$ cat config.mk
export PLATFORM = sky130hd
export DESIGN_NAME = fixed_partition_allocator
export DESIGN_NICKNAME = d
export VERILOG_FILES = /design/src/rtl/core/fpa_pkg.sv /design/src/rtl/core/fpa_size_regs.sv /design/src/rtl/core/fpa_part_table.sv /design/src/rtl/core/fpa_cmp_unit.sv /design/src/rtl/core/fixed_partition_allocator.sv
export SDC_FILE = /design/constraint.sdc
export NUM_CORES = 1
export LEC_CHECK = 0
export ABC_AREA = 1
export BUFFER_PORTS_ARGS = -buffer_cell sky130_fd_sc_hd__buf_2
export CORE_ASPECT_RATIO = 0.75
export CORE_MARGIN = 2
export CORE_UTILIZATION = 33
export DETAILED_ROUTE_END_ITERATION = 16
export GPL_TIMING_DRIVEN = 0
export MAX_ROUTING_LAYER = met4
export PLACE_DENSITY = 0.58
export SLEW_MARGIN = 20
export SYNTH_ARGS = -nofsm -noshare
export SYNTH_HDL_FRONTEND = slang
export SYNTH_SLANG_ARGS = --single-unit
$ cat constraint.sdc
create_clock -name clk -period 4.65 [get_ports clk]
set_clock_uncertainty 0.1 [all_clocks]
set_input_delay 0.93 -clock clk [delete_from_list [all_inputs] [get_ports clk]]
set_output_delay 0.93 -clock clk [all_outputs]
set_load 0.01 [all_outputs]
$ cat src/rtl/core/fpa_pkg.sv
// fpa_pkg: types and constants shared by the fixed partition allocator
// no dependencies; used by every module under rtl/core
`default_nettype none

package fpa_pkg;

    localparam int unsigned NUM_REGS = 8;
    localparam int unsigned SIZE_W   = 16;
    localparam int unsigned PID_W    = 16;
    localparam int unsigned IDX_W    = 3;
    localparam int unsigned OP_W     = 3;
    localparam int unsigned STAT_W   = 2;

    typedef enum logic [OP_W-1:0] {
        OP_FIRST   = 3'd0,
        OP_BEST    = 3'd1,
        OP_WORST   = 3'd2,
        OP_NEXT    = 3'd3,
        OP_RELEASE = 3'd4
    } op_t;

    typedef enum logic [STAT_W-1:0] {
        ST_OK    = 2'd0,
        ST_NOFIT = 2'd1,
        ST_NOID  = 2'd2,
        ST_BADOP = 2'd3
    } status_t;

    typedef enum logic {
        S_IDLE = 1'b0,
        S_SCAN = 1'b1
    } state_t;

    // verdict of the shared compare unit for one candidate
    typedef struct packed {
        logic hit;   // candidate qualifies
        logic take;  // candidate replaces the current pick
    } cmp_res_t;

    // state update issued by the sequencer at the end of a search
    typedef struct packed {
        logic             alloc;
        logic             free;
        logic [IDX_W-1:0] idx;
        logic [PID_W-1:0] pid;
        logic             ptr_we;
        logic [IDX_W-1:0] ptr;
    } commit_t;

endpackage

`default_nettype wire

$ cat src/rtl/core/fpa_size_regs.sv
// fpa_size_regs: partition size configuration registers with one read port
// depends on fpa_pkg
`default_nettype none

module fpa_size_regs (
    input  wire logic                         clk,
    input  wire logic                         rst_n,
    input  wire logic                         cfg_we,
    input  wire logic [fpa_pkg::IDX_W-1:0]    cfg_index,
    input  wire logic [fpa_pkg::SIZE_W-1:0]   cfg_data,
    input  wire logic [fpa_pkg::IDX_W-1:0]    rd_idx,
    output logic      [fpa_pkg::SIZE_W-1:0]   rd_size
);

    logic [fpa_pkg::SIZE_W-1:0] size_reg [fpa_pkg::NUM_REGS];

    always_ff @(posedge clk or negedge rst_n)
    begin
        if (!rst_n)
        begin
            for (int i = 0; i < fpa_pkg::NUM_REGS; i++)
            begin
                size_reg[i] <= '0;
            end
        end
        else if (cfg_we)
        begin
            size_reg[cfg_index] <= cfg_data;
        end
    end

    assign rd_size = size_reg[rd_idx];

endmodule

`default_nettype wire

$ cat src/rtl/core/fpa_part_table.sv
// fpa_part_table: occupancy flags, owner ids and the next fit pointer
// depends on fpa_pkg (commit_t)
`default_nettype none

module fpa_part_table (
    input  wire logic                        clk,
    input  wire logic                        rst_n,
    input  wire fpa_pkg::commit_t            commit,
    input  wire logic [fpa_pkg::IDX_W-1:0]   rd_idx,
    output logic                             rd_occ,
    output logic      [fpa_pkg::PID_W-1:0]   rd_owner,
    output logic      [fpa_pkg::IDX_W-1:0]   next_ptr
);

    logic                       occ_reg   [fpa_pkg::NUM_REGS];
    logic [fpa_pkg::PID_W-1:0]  owner_reg [fpa_pkg::NUM_REGS];
    logic [fpa_pkg::IDX_W-1:0]  ptr_reg;

    always_ff @(posedge clk or negedge rst_n)
    begin
        if (!rst_n)
        begin
            for (int i = 0; i < fpa_pkg::NUM_REGS; i++)
            begin
                occ_reg[i]   <= 1'b0;
                owner_reg[i] <= '0;
            end
            ptr_reg <= '0;
        end
        else
        begin
            if (commit.alloc)
            begin
                occ_reg[commit.idx]   <= 1'b1;
                owner_reg[commit.idx] <= commit.pid;
            end
            else if (commit.free)
            begin
                occ_reg[commit.idx]   <= 1'b0;
                owner_reg[commit.idx] <= '0;
            end
            if (commit.ptr_we)
            begin
                ptr_reg <= commit.ptr;
            end
        end
    end

    assign rd_occ   = occ_reg[rd_idx];
    assign rd_owner = owner_reg[rd_idx];
    assign next_ptr = ptr_reg;

endmodule

`default_nettype wire

$ cat src/rtl/core/fpa_cmp_unit.sv
// fpa_cmp_unit: shared compare unit, judges one partition per cycle
// depends on fpa_pkg (op codes, cmp_res_t)
`default_nettype none

module fpa_cmp_unit (
    input  wire logic [fpa_pkg::OP_W-1:0]    op,
    input  wire logic [fpa_pkg::SIZE_W-1:0]  req,
    input  wire logic [fpa_pkg::PID_W-1:0]   pid,
    input  wire logic [fpa_pkg::SIZE_W-1:0]  cand_size,
    input  wire logic                        cand_occ,
    input  wire logic [fpa_pkg::PID_W-1:0]   cand_owner,
    input  wire logic                        pick_valid,
    input  wire logic [fpa_pkg::SIZE_W-1:0]  pick_size,
    output fpa_pkg::cmp_res_t                res
);

    logic fits;
    logic owned;
    logic better;

    always_comb
    begin
        fits   = !cand_occ && (cand_size != '0) && (cand_size >= req);
        owned  = cand_occ && (cand_owner == pid);
        better = 1'b0;
        if (op == fpa_pkg::OP_BEST)
        begin
            better = cand_size < pick_size;
        end
        else if (op == fpa_pkg::OP_WORST)
        begin
            better = cand_size > pick_size;
        end
        res.hit  = (op == fpa_pkg::OP_RELEASE) ? owned : fits;
        res.take = res.hit && (!pick_valid || better);
    end

endmodule

`default_nettype wire

$ cat src/rtl/core/fixed_partition_allocator.sv
// fixed_partition_allocator: top level, request sequencer and result registers
// depends on fpa_pkg, fpa_size_regs, fpa_part_table, fpa_cmp_unit
//
//  channel   handshake          payload
//  request   start / busy       opcode, request_size, process_id
//  result    done (strobe)      status, part_index, part_size
//  config    cfg_we             cfg_index, cfg_data
//
// a request is taken when start is high and busy is low
// allocations and releases walk the partitions one per cycle through a single
// compare unit, cut short on the first hit for first fit, next fit and release;
// best and worst fit always scan every partition
// the result strobe comes in the cycle after the last scan cycle, and busy is
// already low then; an invalid opcode answers on the cycle after acceptance
// the receiver cannot stall; reset clears sizes, occupancy, owners and pointer
`default_nettype none

module fixed_partition_allocator #(
    parameter int NUM_PARTS = 8
) (
    input  wire logic                         clk,
    input  wire logic                         rst_n,
    // request transaction
    input  wire logic                         start,
    output logic                              busy,
    input  wire logic [fpa_pkg::OP_W-1:0]     opcode,
    input  wire logic [fpa_pkg::SIZE_W-1:0]   request_size,
    input  wire logic [fpa_pkg::PID_W-1:0]    process_id,
    // result transaction
    output logic                              done,
    output logic      [fpa_pkg::STAT_W-1:0]   status,
    output logic      [fpa_pkg::IDX_W-1:0]    part_index,
    output logic      [fpa_pkg::SIZE_W-1:0]   part_size,
    // configuration writes
    input  wire logic                         cfg_we,
    input  wire logic [fpa_pkg::IDX_W-1:0]    cfg_index,
    input  wire logic [fpa_pkg::SIZE_W-1:0]   cfg_data
);

    localparam int unsigned IW = fpa_pkg::IDX_W;
    localparam logic [IW-1:0] LAST_IDX = IW'(NUM_PARTS - 1);

    // sequencer state
    fpa_pkg::state_t                state_reg, state_next;
    logic [fpa_pkg::OP_W-1:0]       op_reg, op_next;
    logic [fpa_pkg::SIZE_W-1:0]     req_reg, req_next;
    logic [fpa_pkg::PID_W-1:0]      pid_reg, pid_next;
    logic [IW-1:0]                  idx_reg, idx_next;   // partition under test
    logic [IW-1:0]                  cnt_reg, cnt_next;   // scan step
    logic                           pick_valid_reg, pick_valid_next;
    logic [IW-1:0]                  pick_idx_reg, pick_idx_next;
    logic [fpa_pkg::SIZE_W-1:0]     pick_size_reg, pick_size_next;

    // result registers
    logic                           done_reg, done_next;
    fpa_pkg::status_t               status_reg, status_next;
    logic [IW-1:0]                  part_index_reg, part_index_next;
    logic [fpa_pkg::SIZE_W-1:0]     part_size_reg, part_size_next;

    logic                           accept;
    logic                           op_valid;
    logic                           stop_first;
    logic                           last_step;
    logic                           found;
    logic [IW-1:0]                  final_idx;
    logic [fpa_pkg::SIZE_W-1:0]     final_size;

    logic [fpa_pkg::SIZE_W-1:0]     cand_size;
    logic                           cand_occ;
    logic [fpa_pkg::PID_W-1:0]      cand_owner;
    logic [IW-1:0]                  next_ptr;
    fpa_pkg::cmp_res_t              cmp;
    fpa_pkg::commit_t               commit;

    fpa_size_regs u_size (
        .clk       (clk),
        .rst_n     (rst_n),
        .cfg_we    (cfg_we),
        .cfg_index (cfg_index),
        .cfg_data  (cfg_data),
        .rd_idx    (idx_reg),
        .rd_size   (cand_size)
    );

    fpa_part_table u_table (
        .clk      (clk),
        .rst_n    (rst_n),
        .commit   (commit),
        .rd_idx   (idx_reg),
        .rd_occ   (cand_occ),
        .rd_owner (cand_owner),
        .next_ptr (next_ptr)
    );

    fpa_cmp_unit u_cmp (
        .op         (op_reg),
        .req        (req_reg),
        .pid        (pid_reg),
        .cand_size  (cand_size),
        .cand_occ   (cand_occ),
        .cand_owner (cand_owner),
        .pick_valid (pick_valid_reg),
        .pick_size  (pick_size_reg),
        .res        (cmp)
    );

    assign accept   = start && (state_reg == fpa_pkg::S_IDLE);
    assign op_valid = (opcode == fpa_pkg::OP_FIRST) || (opcode == fpa_pkg::OP_BEST)
                   || (opcode == fpa_pkg::OP_WORST) || (opcode == fpa_pkg::OP_NEXT)
                   || (opcode == fpa_pkg::OP_RELEASE);

    // best and worst fit must see every partition, the rest stop on a hit
    assign stop_first = (op_reg != fpa_pkg::OP_BEST) && (op_reg != fpa_pkg::OP_WORST);
    assign last_step  = (cnt_reg == LAST_IDX) || (cmp.take && stop_first);
    assign found      = cmp.take || pick_valid_reg;
    assign final_idx  = cmp.take ? idx_reg : pick_idx_reg;
    assign final_size = cmp.take ? cand_size : pick_size_reg;

    // next state
    always_comb
    begin
        state_next = state_reg;
        unique case (state_reg)
            fpa_pkg::S_IDLE:
            begin
                if (accept && op_valid)
                begin
                    state_next = fpa_pkg::S_SCAN;
                end
            end
            fpa_pkg::S_SCAN:
            begin
                if (last_step)
                begin
                    state_next = fpa_pkg::S_IDLE;
                end
            end
            default:
            begin
                state_next = fpa_pkg::S_IDLE;
            end
        endcase
    end

    // datapath, commit and result values
    always_comb
    begin
        op_next         = op_reg;
        req_next        = req_reg;
        pid_next        = pid_reg;
        idx_next        = idx_reg;
        cnt_next        = cnt_reg;
        pick_valid_next = pick_valid_reg;
        pick_idx_next   = pick_idx_reg;
        pick_size_next  = pick_size_reg;
        done_next       = 1'b0;
        status_next     = status_reg;
        part_index_next = part_index_reg;
        part_size_next  = part_size_reg;
        commit          = '0;

        unique case (state_reg)
            fpa_pkg::S_IDLE:
            begin
                if (accept)
                begin
                    op_next         = opcode;
                    req_next        = request_size;
                    pid_next        = process_id;
                    cnt_next        = '0;
                    pick_valid_next = 1'b0;
                    // next fit starts at the circular pointer
                    idx_next = (opcode == fpa_pkg::OP_NEXT) ? next_ptr : '0;
                    if (!op_valid)
                    begin
                        done_next       = 1'b1;
                        status_next     = fpa_pkg::ST_BADOP;
                        part_index_next = '0;
                        part_size_next  = '0;
                    end
                end
            end
            fpa_pkg::S_SCAN:
            begin
                if (cmp.take)
                begin
                    pick_valid_next = 1'b1;
                    pick_idx_next   = idx_reg;
                    pick_size_next  = cand_size;
                end
                cnt_next = cnt_reg + 1'b1;
                idx_next = (idx_reg == LAST_IDX) ? '0 : idx_reg + 1'b1;
                if (last_step)
                begin
                    done_next = 1'b1;
                    if (found)
                    begin
                        status_next     = fpa_pkg::ST_OK;
                        part_index_next = final_idx;
                        part_size_next  = final_size;
                        commit.idx      = final_idx;
                        commit.pid      = pid_reg;
                        commit.alloc    = (op_reg != fpa_pkg::OP_RELEASE);
                        commit.free     = (op_reg == fpa_pkg::OP_RELEASE);
                        commit.ptr_we   = (op_reg == fpa_pkg::OP_NEXT);
                        commit.ptr      = (final_idx == LAST_IDX) ? '0 : final_idx + 1'b1;
                    end
                    else
                    begin
                        status_next     = (op_reg == fpa_pkg::OP_RELEASE) ?
                                          fpa_pkg::ST_NOID : fpa_pkg::ST_NOFIT;
                        part_index_next = '0;
                        part_size_next  = '0;
                    end
                end
            end
            default:
            begin
                done_next = 1'b0;
            end
        endcase
    end

    always_ff @(posedge clk or negedge rst_n)
    begin
        if (!rst_n)
        begin
            state_reg      <= fpa_pkg::S_IDLE;
            done_reg       <= 1'b0;
            pick_valid_reg <= 1'b0;
            cnt_reg        <= '0;
            idx_reg        <= '0;
            status_reg     <= fpa_pkg::ST_OK;
            part_index_reg <= '0;
            part_size_reg  <= '0;
        end
        else
        begin
            state_reg      <= state_next;
            done_reg       <= done_next;
            pick_valid_reg <= pick_valid_next;
            cnt_reg        <= cnt_next;
            idx_reg        <= idx_next;
            status_reg     <= status_next;
            part_index_reg <= part_index_next;
            part_size_reg  <= part_size_next;
        end
    end

    // request payload and running pick, no reset needed
    always_ff @(posedge clk)
    begin
        op_reg        <= op_next;
        req_reg       <= req_next;
        pid_reg       <= pid_next;
        pick_idx_reg  <= pick_idx_next;
        pick_size_reg <= pick_size_next;
    end

    assign busy       = (state_reg != fpa_pkg::S_IDLE);
    assign done       = done_reg;
    assign status     = status_reg;
    assign part_index = part_index_reg;
    assign part_size  = part_size_reg;

endmodule

`default_nettype wire

==> metrics.txt <==
TritonCTS Sinks=between 300 and 400; final setup violation count=0; max_cap viols=0; number of global-route vias before repair=around 15000; status=complete, no violations; sequential-to-total area share from yosys stat=0.520; Buffers on Ports=80; average instance area after synthesis=around 8 sq um; worst-case clock buffer depth=3; worst setup path class=register to register; fraction of layout cells with a size suffix above 1=0.112; Finished Core Util=0.389; CP peak stage delay=0.38 ns; DIE HEIGHT=roughly 200 microns; I/O pin cnt=81; number of cells on the worst reg-to-reg path=26; number of buffers inserted during clock tree synthesis=36; post-placement setup slack=-0.318 ns; count of TritonRoute iterations in the first routing pass=7; leftover overflow at the end of global routing=0; Routed WL per cell=around 20 microns; die width=about 270 microns; TritonCTS clock tree=done; clock slew at reported path FFs=about 0.060 ns; area delta synth->final=15.9%; library cell occupying the most area in the post-synthesis netlist=sky130_fd_sc_hd__dfrtp_1; category of the worst setup path launch point=register; power density of the placed cells=626 nW/um^2; worst setup path endpoint=u_table.owner_reg[30]; least setup slack across all paths after layout=about 0.23 ns; slack of the worst reg-to-reg path=~0.23 ns; clock period minus worst slack=between 4 and 5 ns; post-detailed-route via-to-cell ratio=around 5.2; DRC violations left=0; static leakage=9.97 nW; first-pass GRT wire length=~90000 microns; synthesized net count=2287; Worst Path Required=about 5.0 ns; highest-delay cell along the critical path=sky130_fd_sc_hd__dfrtp_1; Worst Setup End Kind=register; final slew viol count=0; maximum number of pins on one net before global-route repair=98; highest-count cells in the layout ignoring fill and taps=sky130_fd_sc_hd__nand2_1, sky130_fd_sc_hd__dfrtp_1, sky130_fd_sc_hd__o21ai_0; Critical R2R Capture=u_table.owner_reg[30]; Final Total Pwr=roughly 13 mW; initial core utilization=0.336; clock latency at the later pin of the worst-skew pair=about 0.54 ns; Total Wirelength=about 60000 microns; global-route total usage across every layer=0.230; antenna violations before repair=1; clock tree root driver cell=sky130_fd_sc_hd__clkbuf_16; Main synth FF type=sky130_fd_sc_hd__dfrtp_1; leading cell type in the layout, fill and taps excluded=sky130_fd_sc_hd__nand2_1; max frequency=226 MHz; portion of the clock cycle consumed by the worst path in the final layout=0.952; worst-case headroom to the max-slew limit=0.364; number of nets at the end of the flow=2413; deepest level of the CTS H-tree=2; count of routing violations after the opening detailed-route iteration=1646; synthesized instance count=~2200; asr flop ratio synth=0.846; worst setup path startpoint=idx_reg[0]; area of the die=~55000 sq um; maximum fanout along the worst path=10; path type of the worst min-delay path=input pin to async pin; EDFF count, synth=54; area share of the largest cell type after synthesis=0.427; total of flip-flops plus latches after synthesis=roughly 350; Synth warnings=0; standard-cell row count=72; worst-case vdd ir drop=~0.00036 V; Final Hold Viols=0; Most Frequent Cell on Critical Path=sky130_fd_sc_hd__nand2_1; Slew @ Worst Pin=0.954 ns; data arrival time of the critical path=between 4 and 5 ns; total standard cell area after synthesis=between 15000 and 20000 sq um; ANT cells=0; Post-DRT Antenna Nets=0; critical register-to-register path startpoint=idx_reg[0]; area of the core=approximately 52000 sq um; setup repair after global routing missed its margin=no; distinct cell type count after synthesis=39; number of vias in the routed layout=15800; Final GP Congestion=roughly 0.95; dpl hpwl=approximately 44000 microns; biggest area contributors in the synthesized netlist=sky130_fd_sc_hd__dfrtp_1, sky130_fd_sc_hd__nand2_1, sky130_fd_sc_hd__edfxtp_1; final total negative setup slack=0 ns
cells in the mapped netlist, drive strengths merged, types with 2 or more instances:
library cell	number
buf	70
a21oi	19
a31oi	3
inv	208
edfxtp	54
o21ai	289
nor2	195
o21a	2
a22o	2
ha	37
nand4	69
o221ai	2
nand3	129
nor3	5
nand2	746
o211ai	12
dfrtp	297
clkbuf	47
how the worst min path moves through the flow:
stage                                       from                     end  slack [ns]  cells past startpoint
final                                      rst_n           part_index[0]        0.20                      1
after global routing                       rst_n                    done        0.22                      1
after CTS                                  rst_n            part_size[7]        0.20                      1
after detailed placement  u_table.owner_reg[117]  u_table.owner_reg[117]        0.37                      2
after global placement                  register                register        0.36                      2
after floorplan              u_table.next_ptr[1]     u_table.next_ptr[1]        0.34                      2
report_power, final:
group / switching, mW / internal, mW
logic: 3.90 / 1.61
registers: 0.360 / 3.76
clock network: 1.26 / 1.76
metal layers:
metal	wire length (microns)	global-route usage	vias to the layer above	share of wire
li1	-	-	7306	-
met1	29300	0.350	7731	0.48
met2	24100	0.306	695	0.40
met3	6720	0.0563	68	0.11
met4	881	0.0399	0	0.014
met5	0	-	-	0
through the flow:
step	cell area, sq um	hold slack, ns	instances
after global placement	18700	0.357	2975
after floorplan	17400	0.342	2192
after global routing	20200	0.222	3044
after detailed placement	18800	0.366	2979
after CTS	20000	0.201	3041
final	20200	0.205	3044
repair_timing:
action | in CTS | in global routing
hold buffers | 0 | 0
endpoints found under the hold margin | 0 | 0
resized for setup | 24 | 30
setup endpoints to repair | 129 | 135
pin swaps | 1 | 4
buffers inserted | 1 | 3
kinds of logic after synthesis:
family / count (synthesis) / synth area share
AO/OA/AOI/OAI: 331 / 0.0987
XOR/XNOR: 1 / 0.000503
adder cells (fa/ha/maj): 37 / 0.0266
buffers and inverters: 326 / 0.0787
flip-flops: 351 / 0.520
AND/OR/NAND/NOR: 1146 / 0.276
layout make-up:
class,instances,area [sq um]
Fill cell,5438,31700
Sequential cell,351,9050
Multi-Input combinational cell,1515,7080
Clock buffer,50,1020
Tap cell,703,880
Inverter,209,798
Buffer,117,649
Timing Repair Buffer,88,556
Clock inverter,11,151
worst max-delay path, delay by kind of cell, from the launching register on:
| kind | cells | cell delay, ns |
|---|---|---|
| DFF | 1 | 0.38 |
| and+or+nand+nor | 14 | 1.91 |
| buffers and inverters | 6 | 1.15 |
| AOI/OAI and AO/OA | 5 | 0.65 |
| adders and majority gates | 1 | 0.16 |
No activity file was read; power rests on OpenSTA's default activity.
